==> src/rtl/lstat_pkg.sv <==
`timescale 1ns / 1ps
`default_nettype none

package lstat_pkg;

    // Fixed widths of the time path and of the serial divider
    localparam int unsigned TIME_WIDTH = 32;
    localparam int unsigned QUO_WIDTH  = 32;
    localparam int unsigned STEP_WIDTH = 6;

    // Histogram bin indexes
    localparam logic [1:0] BIN_FAST      = 2'd0;
    localparam logic [1:0] BIN_MEDIUM    = 2'd1;
    localparam logic [1:0] BIN_SLOW      = 2'd2;
    localparam logic [1:0] BIN_VERY_SLOW = 2'd3;

    // Divider command: start strobe and number of quotient bits
    typedef struct packed {
        logic                  start;
        logic [STEP_WIDTH-1:0] steps;
    } div_ctl_t;

    // Divider status
    typedef struct packed {
        logic busy;
        logic done;
    } div_sts_t;

    // Time group control
    typedef struct packed {
        logic record;
        logic clear;
    } hist_ctl_t;

endpackage

`default_nettype wire

==> src/rtl/lstat_div.sv <==
`timescale 1ns / 1ps
`default_nettype none

// Restoring divider, one quotient bit per cycle.
module lstat_div
    import lstat_pkg::*;
#(
    parameter int unsigned DIV_WIDTH = 33
)
(
    input  wire logic                 clk,
    input  wire logic                 rst_n,
    input  wire div_ctl_t             ctl,
    input  wire logic [DIV_WIDTH-1:0] rem_init,
    input  wire logic [QUO_WIDTH-1:0] dividend,
    input  wire logic [DIV_WIDTH-1:0] divisor,
    output logic      [QUO_WIDTH-1:0] quotient,
    output logic                      rem_nonzero,
    output div_sts_t                  sts
);

    logic [STEP_WIDTH-1:0] cnt_reg;
    logic                  done_reg;
    logic [DIV_WIDTH-1:0]  rem_reg;
    logic [DIV_WIDTH-1:0]  rem_next;
    logic [DIV_WIDTH-1:0]  dsr_reg;
    logic [QUO_WIDTH-1:0]  dvd_reg;
    logic [QUO_WIDTH-1:0]  quo_reg;
    logic [DIV_WIDTH:0]    trial;
    logic                  fits;

    // Trial subtract of the divisor from the shifted partial remainder
    always_comb
    begin
        trial    = {rem_reg, dvd_reg[QUO_WIDTH-1]};
        fits     = (trial >= {1'b0, dsr_reg});
        rem_next = fits ? DIV_WIDTH'(trial - {1'b0, dsr_reg}) : trial[DIV_WIDTH-1:0];
    end

    // Step counter and done flag
    always_ff @(posedge clk or negedge rst_n)
    begin
        if (!rst_n)
        begin
            cnt_reg  <= '0;
            done_reg <= 1'b0;
        end
        else if (ctl.start)
        begin
            cnt_reg  <= ctl.steps;
            done_reg <= 1'b0;
        end
        else if (cnt_reg != '0)
        begin
            cnt_reg <= cnt_reg - 1'b1;
            if (cnt_reg == STEP_WIDTH'(1))
            begin
                done_reg <= 1'b1;
            end
        end
    end

    // Datapath shift registers
    always_ff @(posedge clk)
    begin
        if (ctl.start)
        begin
            rem_reg <= rem_init;
            dsr_reg <= divisor;
            dvd_reg <= dividend;
            quo_reg <= '0;
        end
        else if (cnt_reg != '0)
        begin
            rem_reg <= rem_next;
            dvd_reg <= {dvd_reg[QUO_WIDTH-2:0], 1'b0};
            quo_reg <= {quo_reg[QUO_WIDTH-2:0], fits};
        end
    end

    assign quotient    = quo_reg;
    assign rem_nonzero = (rem_reg != '0);
    assign sts.busy    = (cnt_reg != '0);
    assign sts.done    = done_reg;

endmodule

`default_nettype wire

==> src/rtl/lstat_hist.sv <==
`timescale 1ns / 1ps
`default_nettype none

// Time group: longest, shortest and four-bin latency histogram.
module lstat_hist
    import lstat_pkg::*;
#(
    parameter int unsigned COUNT_WIDTH = 32
)
(
    input  wire logic                        clk,
    input  wire logic                        rst_n,
    input  wire hist_ctl_t                   ctl,
    input  wire logic [TIME_WIDTH-1:0]       elapsed,
    input  wire logic [TIME_WIDTH-1:0]       limit_first,
    input  wire logic [TIME_WIDTH-1:0]       limit_second,
    input  wire logic [TIME_WIDTH-1:0]       limit_third,
    output logic      [TIME_WIDTH-1:0]       longest,
    output logic      [TIME_WIDTH-1:0]       shortest,
    output logic      [3:0][COUNT_WIDTH-1:0] bin_totals
);

    logic [TIME_WIDTH-1:0]       max_reg;
    logic [TIME_WIDTH-1:0]       min_reg;
    logic                        seen_reg;
    logic [3:0][COUNT_WIDTH-1:0] bin_reg;
    logic [1:0]                  bin_sel;

    // Bin classification
    always_comb
    begin
        if (elapsed < limit_first)
        begin
            bin_sel = BIN_FAST;
        end
        else if (elapsed < limit_second)
        begin
            bin_sel = BIN_MEDIUM;
        end
        else if (elapsed < limit_third)
        begin
            bin_sel = BIN_SLOW;
        end
        else
        begin
            bin_sel = BIN_VERY_SLOW;
        end
    end

    always_ff @(posedge clk or negedge rst_n)
    begin
        if (!rst_n)
        begin
            max_reg  <= '0;
            min_reg  <= '0;
            seen_reg <= 1'b0;
            bin_reg  <= '0;
        end
        else if (ctl.clear)
        begin
            max_reg  <= '0;
            min_reg  <= '0;
            seen_reg <= 1'b0;
            bin_reg  <= '0;
        end
        else if (ctl.record)
        begin
            // first success after a clear seeds both extremes
            if (!seen_reg)
            begin
                max_reg  <= elapsed;
                min_reg  <= elapsed;
                seen_reg <= 1'b1;
            end
            else
            begin
                if (elapsed > max_reg)
                begin
                    max_reg <= elapsed;
                end
                if (elapsed < min_reg)
                begin
                    min_reg <= elapsed;
                end
            end
            bin_reg[bin_sel] <= bin_reg[bin_sel] + 1'b1;
        end
    end

    assign longest    = max_reg;
    assign shortest   = min_reg;
    assign bin_totals = bin_reg;

endmodule

`default_nettype wire

==> src/rtl/latency_outcome_statistics_core.sv <==
// A report word is registered in the cycle after its request is accepted.
// A record of a failure updates the success ratio, a success the ratio and then the
// running mean: one serial divider is shared by the ratio (one bit per cycle) and
// the running mean (32 bits, one per cycle).
// One request is in work at a time; a held report word blocks new requests.
// Reset (rst_n, async, active low) zeros all statistics and loads limits 500/1000/2000.
`timescale 1ns / 1ps
`default_nettype none

module latency_outcome_statistics_core
    import lstat_pkg::*;
#(
    parameter int unsigned COUNT_WIDTH     = 32,
    parameter int unsigned RATIO_FRAC_BITS = 16
)
(
    input  wire logic        clk,
    input  wire logic        rst_n,
    // configuration
    input  wire logic        cfg_we,
    input  wire logic [1:0]  cfg_index,
    input  wire logic [31:0] cfg_data,
    // request channel
    input  wire logic        req_valid,
    output logic             req_ready,
    input  wire logic [1:0]  req_type,
    input  wire logic        succeeded,
    input  wire logic [31:0] elapsed_ms,
    // report channel
    output logic             rpt_valid,
    input  wire logic        rpt_ready,
    output logic             report_kind,
    output logic [31:0]      success_total,
    output logic [31:0]      failure_total,
    output logic [16:0]      success_ratio,
    output logic [31:0]      longest_ms,
    output logic [31:0]      shortest_ms,
    output logic [31:0]      mean_ms,
    output logic [31:0]      bin_fast,
    output logic [31:0]      bin_medium,
    output logic [31:0]      bin_slow,
    output logic [31:0]      bin_very_slow
);

    localparam int unsigned DIV_WIDTH  = COUNT_WIDTH + 1;
    localparam int unsigned RATIO_W    = RATIO_FRAC_BITS + 1;
    localparam bit          HALVE      = (COUNT_WIDTH >= 64);
    localparam logic [RATIO_W-1:0] RATIO_ONE = {1'b1, {RATIO_FRAC_BITS{1'b0}}};

    localparam logic [1:0] REQ_RECORD = 2'd0;
    localparam logic [1:0] REQ_COUNTS = 2'd1;
    localparam logic [1:0] REQ_TIMES  = 2'd2;

    localparam logic [1:0] CFG_LIMIT_FIRST  = 2'd0;
    localparam logic [1:0] CFG_LIMIT_SECOND = 2'd1;
    localparam logic [1:0] CFG_LIMIT_THIRD  = 2'd2;

    localparam logic [TIME_WIDTH-1:0] LIMIT_FIRST_RST  = 32'd500;
    localparam logic [TIME_WIDTH-1:0] LIMIT_SECOND_RST = 32'd1000;
    localparam logic [TIME_WIDTH-1:0] LIMIT_THIRD_RST  = 32'd2000;

    typedef enum logic [4:0] {
        S_IDLE       = 5'b00001,
        S_RATIO_GO   = 5'b00010,
        S_RATIO_WAIT = 5'b00100,
        S_MEAN_GO    = 5'b01000,
        S_MEAN_WAIT  = 5'b10000
    } state_t;

    state_t                 state_reg;
    state_t                 state_next;

    logic [TIME_WIDTH-1:0]  limit_first_reg;
    logic [TIME_WIDTH-1:0]  limit_second_reg;
    logic [TIME_WIDTH-1:0]  limit_third_reg;

    logic [COUNT_WIDTH-1:0] succ_cnt_reg;
    logic [COUNT_WIDTH-1:0] fail_count_reg;
    logic [RATIO_W-1:0]     ratio_reg;
    logic [TIME_WIDTH-1:0]  mean_reg;

    logic                   succ_reg;
    logic [TIME_WIDTH-1:0]  elapsed_reg;
    logic                   up_reg;

    logic                   out_valid_reg;
    logic                   kind_reg;
    logic [31:0]            succ_out_reg;
    logic [31:0]            fail_out_reg;
    logic [16:0]            ratio_out_reg;
    logic [31:0]            long_out_reg;
    logic [31:0]            short_out_reg;
    logic [31:0]            mean_out_reg;
    logic [3:0][31:0]       bin_out_reg;

    logic                   accept;
    logic                   do_record;
    logic                   do_counts;
    logic                   do_times;

    logic [COUNT_WIDTH:0]   sum_full;
    logic [COUNT_WIDTH-1:0] s_eff;
    logic [COUNT_WIDTH-1:0] f_eff;
    logic [DIV_WIDTH-1:0]   t_eff;
    logic                   ratio_zero;
    logic                   ratio_full;
    logic                   mean_up;
    logic [TIME_WIDTH-1:0]  mean_diff;

    div_ctl_t               div_ctl;
    div_sts_t               div_sts;
    logic [DIV_WIDTH-1:0]   div_rem_init;
    logic [QUO_WIDTH-1:0]   div_dividend;
    logic [DIV_WIDTH-1:0]   div_divisor;
    logic [QUO_WIDTH-1:0]   div_quotient;
    logic                   div_rem_nz;

    hist_ctl_t                   hist_ctl;
    logic [TIME_WIDTH-1:0]       hist_longest;
    logic [TIME_WIDTH-1:0]       hist_shortest;
    logic [3:0][COUNT_WIDTH-1:0] hist_bins;

    // Handshake and request decode
    assign req_ready = (state_reg == S_IDLE) && (!out_valid_reg || rpt_ready);
    assign accept    = req_valid && req_ready;
    assign do_record = accept && (req_type == REQ_RECORD);
    assign do_counts = accept && (req_type == REQ_COUNTS);
    assign do_times  = accept && (req_type == REQ_TIMES);

    // Ratio operands; counters halved only if COUNT_WIDTH >= 64 and their sum overflows
    always_comb
    begin
        sum_full = {1'b0, succ_cnt_reg} + {1'b0, fail_count_reg};
        s_eff    = succ_cnt_reg;
        f_eff    = fail_count_reg;
        t_eff    = sum_full;
        if (HALVE && sum_full[COUNT_WIDTH])
        begin
            s_eff = succ_cnt_reg >> 1;
            f_eff = fail_count_reg >> 1;
            t_eff = {1'b0, s_eff} + {1'b0, f_eff};
        end
        ratio_zero = (succ_cnt_reg == '0) && (fail_count_reg == '0);
        ratio_full = (f_eff == '0);
    end

    // Mean correction magnitude and direction
    always_comb
    begin
        mean_up   = (elapsed_reg >= mean_reg);
        mean_diff = mean_up ? (elapsed_reg - mean_reg) : (mean_reg - elapsed_reg);
    end

    // Divider command
    always_comb
    begin
        div_ctl.start = 1'b0;
        div_ctl.steps = STEP_WIDTH'(QUO_WIDTH);
        div_rem_init  = '0;
        div_dividend  = mean_diff;
        div_divisor   = {1'b0, succ_cnt_reg};
        if (state_reg == S_RATIO_GO)
        begin
            div_ctl.start = !ratio_zero && !ratio_full;
            div_ctl.steps = STEP_WIDTH'(RATIO_FRAC_BITS);
            div_rem_init  = {1'b0, s_eff};
            div_dividend  = '0;
            div_divisor   = t_eff;
        end
        else if (state_reg == S_MEAN_GO)
        begin
            div_ctl.start = (succ_cnt_reg != '0);
        end
    end

    // Sequencer
    always_comb
    begin
        state_next = state_reg;
        case (state_reg)
            S_IDLE:
            begin
                if (do_record)
                begin
                    state_next = S_RATIO_GO;
                end
            end
            S_RATIO_GO:
            begin
                if (div_ctl.start)
                begin
                    state_next = S_RATIO_WAIT;
                end
                else
                begin
                    state_next = succ_reg ? S_MEAN_GO : S_IDLE;
                end
            end
            S_RATIO_WAIT:
            begin
                if (div_sts.done)
                begin
                    state_next = succ_reg ? S_MEAN_GO : S_IDLE;
                end
            end
            S_MEAN_GO:
            begin
                state_next = div_ctl.start ? S_MEAN_WAIT : S_IDLE;
            end
            S_MEAN_WAIT:
            begin
                if (div_sts.done)
                begin
                    state_next = S_IDLE;
                end
            end
            default:
            begin
                state_next = S_IDLE;
            end
        endcase
    end

    // Time group store
    assign hist_ctl.record = do_record && succeeded;
    assign hist_ctl.clear  = do_times;

    lstat_hist #(
        .COUNT_WIDTH (COUNT_WIDTH)
    ) u_hist (
        .clk          (clk),
        .rst_n        (rst_n),
        .ctl          (hist_ctl),
        .elapsed      (elapsed_ms),
        .limit_first  (limit_first_reg),
        .limit_second (limit_second_reg),
        .limit_third  (limit_third_reg),
        .longest      (hist_longest),
        .shortest     (hist_shortest),
        .bin_totals   (hist_bins)
    );

    lstat_div #(
        .DIV_WIDTH (DIV_WIDTH)
    ) u_div (
        .clk         (clk),
        .rst_n       (rst_n),
        .ctl         (div_ctl),
        .rem_init    (div_rem_init),
        .dividend    (div_dividend),
        .divisor     (div_divisor),
        .quotient    (div_quotient),
        .rem_nonzero (div_rem_nz),
        .sts         (div_sts)
    );

    // Control and statistics registers
    always_ff @(posedge clk or negedge rst_n)
    begin
        if (!rst_n)
        begin
            state_reg        <= S_IDLE;
            limit_first_reg  <= LIMIT_FIRST_RST;
            limit_second_reg <= LIMIT_SECOND_RST;
            limit_third_reg  <= LIMIT_THIRD_RST;
            succ_cnt_reg     <= '0;
            fail_count_reg   <= '0;
            ratio_reg        <= '0;
            mean_reg         <= '0;
            out_valid_reg    <= 1'b0;
        end
        else
        begin
            state_reg <= state_next;

            // configuration writes; unused index ignored
            if (cfg_we)
            begin
                case (cfg_index)
                    CFG_LIMIT_FIRST:  limit_first_reg  <= cfg_data;
                    CFG_LIMIT_SECOND: limit_second_reg <= cfg_data;
                    CFG_LIMIT_THIRD:  limit_third_reg  <= cfg_data;
                    default:          ;
                endcase
            end

            // count group
            if (do_record)
            begin
                if (succeeded)
                begin
                    succ_cnt_reg <= succ_cnt_reg + 1'b1;
                end
                else
                begin
                    fail_count_reg <= fail_count_reg + 1'b1;
                end
            end
            else if (do_counts)
            begin
                succ_cnt_reg   <= '0;
                fail_count_reg <= '0;
            end

            // ratio
            if (do_counts)
            begin
                ratio_reg <= '0;
            end
            else if (state_reg == S_RATIO_GO)
            begin
                if (ratio_zero)
                begin
                    ratio_reg <= '0;
                end
                else if (ratio_full)
                begin
                    ratio_reg <= RATIO_ONE;
                end
            end
            else if (state_reg == S_RATIO_WAIT && div_sts.done)
            begin
                ratio_reg <= {1'b0, div_quotient[RATIO_FRAC_BITS-1:0]};
            end

            // running mean
            if (do_times)
            begin
                mean_reg <= '0;
            end
            else if (state_reg == S_MEAN_WAIT && div_sts.done)
            begin
                if (up_reg)
                begin
                    mean_reg <= mean_reg + div_quotient;
                end
                else
                begin
                    mean_reg <= mean_reg - div_quotient - {31'd0, div_rem_nz};
                end
            end

            // report word valid
            if (do_counts || do_times)
            begin
                out_valid_reg <= 1'b1;
            end
            else if (rpt_ready)
            begin
                out_valid_reg <= 1'b0;
            end
        end
    end

    // Payload registers
    always_ff @(posedge clk)
    begin
        if (do_record)
        begin
            succ_reg    <= succeeded;
            elapsed_reg <= elapsed_ms;
        end
        if (state_reg == S_MEAN_GO)
        begin
            up_reg <= mean_up;
        end
        if (do_counts)
        begin
            kind_reg      <= 1'b0;
            succ_out_reg  <= 32'(succ_cnt_reg);
            fail_out_reg  <= 32'(fail_count_reg);
            ratio_out_reg <= 17'(ratio_reg);
            long_out_reg  <= '0;
            short_out_reg <= '0;
            mean_out_reg  <= '0;
            bin_out_reg   <= '0;
        end
        else if (do_times)
        begin
            kind_reg       <= 1'b1;
            succ_out_reg   <= '0;
            fail_out_reg   <= '0;
            ratio_out_reg  <= '0;
            long_out_reg   <= hist_longest;
            short_out_reg  <= hist_shortest;
            mean_out_reg   <= mean_reg;
            bin_out_reg[BIN_FAST]      <= 32'(hist_bins[BIN_FAST]);
            bin_out_reg[BIN_MEDIUM]    <= 32'(hist_bins[BIN_MEDIUM]);
            bin_out_reg[BIN_SLOW]      <= 32'(hist_bins[BIN_SLOW]);
            bin_out_reg[BIN_VERY_SLOW] <= 32'(hist_bins[BIN_VERY_SLOW]);
        end
    end

    assign rpt_valid     = out_valid_reg;
    assign report_kind   = kind_reg;
    assign success_total = succ_out_reg;
    assign failure_total = fail_out_reg;
    assign success_ratio = ratio_out_reg;
    assign longest_ms    = long_out_reg;
    assign shortest_ms   = short_out_reg;
    assign mean_ms       = mean_out_reg;
    assign bin_fast      = bin_out_reg[BIN_FAST];
    assign bin_medium    = bin_out_reg[BIN_MEDIUM];
    assign bin_slow      = bin_out_reg[BIN_SLOW];
    assign bin_very_slow = bin_out_reg[BIN_VERY_SLOW];

`ifndef ASSERT_OFF
    // no request is taken while the divider still works on the last one
    a_ready_div_idle: assert property (@(posedge clk) disable iff (!rst_n)
        req_ready |-> !div_sts.busy)
        else $error("request accepted while divider busy");

    // ratio never exceeds one
    a_ratio_range: assert property (@(posedge clk) disable iff (!rst_n)
        !(ratio_reg > RATIO_ONE))
        else $error("success ratio above one");

    // shortest time never above longest
    a_min_le_max: assert property (@(posedge clk) disable iff (!rst_n)
        !(hist_shortest > hist_longest))
        else $error("shortest time above longest");

    // a mean divider result is consumed the cycle it is flagged
    a_wait_leaves: assert property (@(posedge clk) disable iff (!rst_n)
        (state_reg == S_MEAN_WAIT && div_sts.done) |=> (state_reg == S_IDLE))
        else $error("mean update did not complete");
`endif

endmodule

`default_nettype wire

==> config.mk <==
export PLATFORM = sky130hd
export DESIGN_NAME = latency_outcome_statistics_core
export DESIGN_NICKNAME = d
export VERILOG_FILES = /design/src/rtl/lstat_pkg.sv /design/src/rtl/lstat_div.sv /design/src/rtl/lstat_hist.sv /design/src/rtl/latency_outcome_statistics_core.sv
export SDC_FILE = /design/constraint.sdc
export NUM_CORES = 2
export LEC_CHECK = 0
export BUFFER_PORTS_ARGS = -buffer_cell sky130_fd_sc_hd__buf_2
export CORE_ASPECT_RATIO = 1.5
export CORE_MARGIN = 8
export CORE_UTILIZATION = 60
export DETAILED_ROUTE_END_ITERATION = 10
export PLACE_DENSITY = 0.88
export SETUP_SLACK_MARGIN = 0.05
export SLEW_MARGIN = 10
export SYNTH_ARGS = -nofsm -noshare
export SYNTH_HDL_FRONTEND = slang
export SYNTH_SLANG_ARGS = --single-unit
export TNS_END_PERCENT = 5
==> constraint.sdc <==
create_clock -name clk -period 5.85 [get_ports clk]
set_input_delay 0.585 -clock clk [delete_from_list [all_inputs] [get_ports clk]]
set_output_delay 0.585 -clock clk [all_outputs]
set_load 0.02 [all_outputs]
==> impl_metrics.prom <==
# TYPE chip_impl_metric gauge
chip_impl_info{name="crit-reg2reg-launch",value="u_div.rem_reg[30]$_DFFE_PP_"} 1
chip_impl_metric{name="largest_reg_flops",unit=""} 128
chip_impl_metric{name="worst_setup_hold_path_clk_slew",unit="ps"} 70
chip_impl_metric{name="critPathMaxFanout",unit=""} 3
chip_impl_metric{name="synth-async-reset-ratio",unit=""} 0.469
chip_impl_metric{name="ys_types",unit=""} 94
chip_impl_metric{name="pin_count_of_the_biggest_net_entering_global_routing",unit=""} 189
chip_impl_metric{name="cellInternalPower",unit="mW"} 12.8
chip_impl_metric{name="initial_utilization",unit=""} 0.604
chip_impl_metric{name="timing.final.max_slew_violations",unit=""} 0
chip_impl_info{name="timing.critical_path.to_type",value="flop"} 1
chip_impl_metric{name="die_w",unit="µm"} 247
chip_impl_info{name="worst_hold_path_type",value="input port to flop"} 1
chip_impl_info{name="critPathLaunchType",value="flop"} 1
chip_impl_metric{name="synth-seq-area-share",unit=""} 0.455
chip_impl_metric{name="final-hold-violation-count",unit=""} 0
chip_impl_metric{name="cts_buffers",unit=""} 83
chip_impl_info{name="timing.hold.worst.start",value="cfg_data[5]"} 1
chip_impl_metric{name="synth_nets",unit=""} 5537
chip_impl_metric{name="synthesis.area_per_instance",unit="µm²"} 9.50
chip_impl_metric{name="wl_met3",unit="µm"} 11900
chip_impl_metric{name="worst-endpoint-required",unit="ps"} 6390
chip_impl_metric{name="worst-slew-pin-transition",unit="ps"} 1160
chip_impl_metric{name="synth_enable_flop_cells",unit=""} 213
chip_impl_info{name="crit_chain",value="nor4_2 -> nand4_1 -> nor4_1 -> nand2_1 -> fa_1 -> ha_1 -> nor2_1 -> fa_1 -> a21bo_2 -> a221oi_1 -> o21ai_0 -> a21boi_1 -> o211ai_1 -> o211ai_1 -> o221a_2 -> nor3b_1 -> o221ai_1 -> o21ai_0 -> xnor2_1 -> nor2_1 -> a21oi_1 -> o21ai_0"} 1
chip_impl_metric{name="totalPowerFinal",unit="mW"} 19.8
chip_impl_metric{name="vias_per_cell",unit=""} 6.28
chip_impl_metric{name="ys_seq_elements",unit=""} 885
chip_impl_metric{name="finalWeightedCongestion",unit=""} 0.975
chip_impl_metric{name="comb_power_share",unit=""} 0.318
chip_impl_metric{name="timing.max_cap.violations",unit=""} 0
chip_impl_info{name="netlist_top_cells_count",value="521 x o21ai_0, 468 x nand2_1, 396 x dfrtp_1, 391 x inv_1, 382 x ha_1"} 1
chip_impl_metric{name="track_usage",unit=""} 0.311
chip_impl_info{name="tritoncts",value="built"} 1
chip_impl_metric{name="clockBufferDepth",unit=""} 3
chip_impl_info{name="gate_family_responsible_for_the_most_delay_along_the_worst_path",value="compound AO/OA/AOI/OAI gates"} 1
chip_impl_metric{name="dp_hpwl",unit="µm"} 102000
chip_impl_metric{name="yosysWarnings",unit=""} 0
chip_impl_metric{name="cp.buffers_inverters",unit=""} 0
chip_impl_metric{name="clock-sinks",unit=""} 885
chip_impl_metric{name="drt_drc_violations_left",unit=""} 0
chip_impl_info{name="setup_repair_after_global_routing_missed_its_margin",value="no"} 1
chip_impl_metric{name="final_nets",unit=""} 5819
chip_impl_info{name="synthDominantAreaCellType",value="dfrtp_1"} 1
chip_impl_metric{name="report.final.setup_viol",unit=""} 0
chip_impl_metric{name="met2RoutedLength",unit="µm"} 69200
chip_impl_metric{name="dpl-instance-area",unit="µm²"} 51200
chip_impl_metric{name="starting_drc_count_in_detailed_routing",unit=""} 3671
chip_impl_metric{name="dieArea",unit="µm²"} 89900
chip_impl_info{name="clk_root_buffer_cell",value="clkbuf_16"} 1
chip_impl_info{name="worst-setup-path-type",value="flop to flop"} 1
chip_impl_metric{name="synthToLayoutAreaGrowth",unit="%"} 12.0
chip_impl_metric{name="slew_headroom",unit=""} 0.221
chip_impl_metric{name="slowest_cell_delay_on_critical_path",unit="ps"} 550
chip_impl_metric{name="finalCritPeriodShare",unit=""} 0.929
chip_impl_metric{name="wl_per_cell",unit="µm"} 22.1
chip_impl_info{name="worst_path_max_delay_cell",value="fa_1"} 1
chip_impl_metric{name="period_needed",unit="ps"} 5430
chip_impl_metric{name="grt_first_pass_wirelength",unit="µm"} 223000
chip_impl_metric{name="pwr-share-seq",unit=""} 0.400
chip_impl_metric{name="via_count_of_the_first_global_routing_pass",unit=""} 40517
chip_impl_metric{name="row_count",unit=""} 127
chip_impl_metric{name="num_io_pins",unit=""} 382
chip_impl_metric{name="ff2ff_path_depth",unit=""} 22
chip_impl_metric{name="timing.setup.tns",unit="ps"} 0
chip_impl_info{name="holdPathEnd",value="limit_first_reg[5]$_DFFE_PN1P_"} 1
chip_impl_info{name="post-synth-top-count-cell",value="o21ai_0"} 1
chip_impl_metric{name="syn-cell-area",unit="µm²"} 48200
chip_impl_metric{name="fin_worst_skew",unit="ps"} 29.0
chip_impl_info{name="highest_layer",value="met5"} 1
chip_impl_metric{name="clkLatencyLatePin",unit="ps"} 680
chip_impl_metric{name="worst-r2r-setup-slack",unit="ps"} 420
chip_impl_metric{name="wl",unit="µm"} 143000
chip_impl_metric{name="post_route_cells_drive_above_1_share",unit=""} 0.137
chip_impl_info{name="crit_path_frequent_cell",value="o21ai_0"} 1
chip_impl_metric{name="maxClockFrequency",unit="GHz"} 0.184
chip_impl_metric{name="pwr_density_cell",unit="nW/µm²"} 367
chip_impl_metric{name="chipHeight",unit="µm"} 363
chip_impl_metric{name="core_region_area",unit="µm²"} 79800
chip_impl_info{name="synth.top_cells.by_area",value="dfrtp_1 21%, edfxtp_1 13%, dfxtp_1 11%, ha_1 9.9%, o21ai_0 5.4%"} 1
chip_impl_metric{name="netlist.area_leader.share",unit=""} 0.206
chip_impl_metric{name="postLayoutCellArea",unit="µm²"} 54000
chip_impl_metric{name="wl_met1",unit="µm"} 54100
chip_impl_info{name="status",value="completed"} 1
chip_impl_metric{name="critical_path_arrival",unit="ps"} 5980
chip_impl_metric{name="antenna_found_initial",unit=""} 18
chip_impl_metric{name="clock_power_frac",unit=""} 0.283
chip_impl_metric{name="h-tree-depth",unit=""} 3
chip_impl_metric{name="detail-route-antenna-nets",unit=""} 0
chip_impl_metric{name="netlist_instances",unit=""} 5074
chip_impl_info{name="crit-reg2reg-capture",value="mean_reg[30]$_DFFE_PN0P_"} 1
chip_impl_metric{name="drt_pre_antenna_iters",unit=""} 6
chip_impl_metric{name="ir_drop",unit="mV"} 0.305
chip_impl_metric{name="detailed_route_via_count",unit=""} 40650
chip_impl_metric{name="leakagePower",unit="nW"} 25.2
chip_impl_metric{name="grt.overflow.total",unit=""} 0
chip_impl_metric{name="timing.hold.worst_path_depth",unit=""} 3
chip_impl_info{name="yosys_most_used_dff",value="dfrtp_1"} 1
chip_impl_metric{name="p_sw_frac",unit=""} 0.354
chip_impl_metric{name="port_buffers",unit=""} 381
chip_impl_metric{name="power.switching",unit="mW"} 7.01
stage by stage:
stage	hold slack (ps)	utilization	instances	worst slack, ps
after detailed placement	437	0.641	6302	199
final	162	0.677	6470	415
after global routing	179	0.677	6464	90.9
after CTS	147	0.676	6458	299
after floorplan	289	-	5074	406
after global placement	431	0.641	6302	332
logic make-up (layout without fill, tap and decap cells):
family,after synthesis,in the layout,synth area share
other cells,0,12,0
compound gates,1337,1337,0.175
buf+inv,645,997,0.0506
mux,151,151,0.0333
fa+ha+maj,389,389,0.102
xor+xnor,208,208,0.0381
simple gates,1459,1459,0.145
flops,885,885,0.455
area by class of cell:
class / instances / area, µm²
fillers: 5926 / 25800
multi-input cells: 3544 / 23900
flip-flops and latches: 885 / 21900
repair buffers: 450 / 2510
clock buffers: 107 / 2310
inverters: 392 / 1470
well taps: 1032 / 1290
clock inverters: 48 / 478
diodes: 12 / 30.0
what timing repair did:
item / 4_1_cts / 5_1_grt
hold buffers: 1 / 0
endpoints found under the hold margin: 74 / 0
setup buffers: 0 / 0
endpoints found under the setup margin: 0 / 1
resized for setup: 0 / 2
power groups by stage:
| stage | sequential [mW] | clock [mW] | combinational, mW |
|---|---|---|---|
| 2_1_floorplan | 8.01 | 0 | 4.33 |
| 3_3_place_gp | 7.98 | 0 | 5.92 |
| 3_5_place_dp | 8.02 | 0 | 6.11 |
| 4_1_cts | 7.90 | 5.66 | 6.21 |
| 5_1_grt | 8.01 | 5.89 | 6.96 |
| 6_report | 7.93 | 5.61 | 6.30 |
placed cells by master, fill, tap and decap left out, types with 62 or more instances in the layout:
master,Yosys,layout
buf_2,8,380
edfxtp_1,213,213
mux2i_1,75,75
inv_1,391,390
clkbuf_16,0,87
nand3_1,217,215
dfrtp_1,396,396
xor2_1,103,103
a21o_1,132,132
o21ai_0,521,520
nand2_1,468,466
xnor2_1,103,103
ha_1,382,382
buf_4,0,62
nor3_1,69,68
dfxtp_1,257,257
nor2_1,303,298
and3_1,113,113
mux2_2,76,76
a21oi_1,258,257
a22o_1,147,147
worst max path at each step:
stage	start	endpoint	slack, ps	depth (start not counted)
after floorplan	state_reg[4]$_DFFE_PN0P_	u_hist.longest[10]$_DFFE_PN0P_	410	12
after global placement	elapsed_ms[29]	u_hist.bin_totals[112]$_DFFE_PN0P_	330	16
after detailed placement	elapsed_ms[29]	u_hist.bin_totals[112]$_DFFE_PN0P_	200	16
after CTS	u_div.rem_reg[30]$_DFFE_PP_	mean_reg[30]$_DFFE_PN0P_	300	22
after global routing	u_div.rem_reg[30]$_DFFE_PP_	mean_reg[30]$_DFFE_PN0P_	90	23
final	u_div.rem_reg[30]$_DFFE_PP_	mean_reg[30]$_DFFE_PN0P_	420	22
layer usage:
metal	vias up	global-route usage
li1	18533	-
met2	1990	0.523
met4	16	0.168
met3	506	0.0587
met1	19605	0.375
met5	-	0
worst min-delay path: stages:
cell,delay [ps]
buf_2,120
nand2_1,50
o21ai_0,70
No activity file was read; power rests on OpenSTA's default activity.
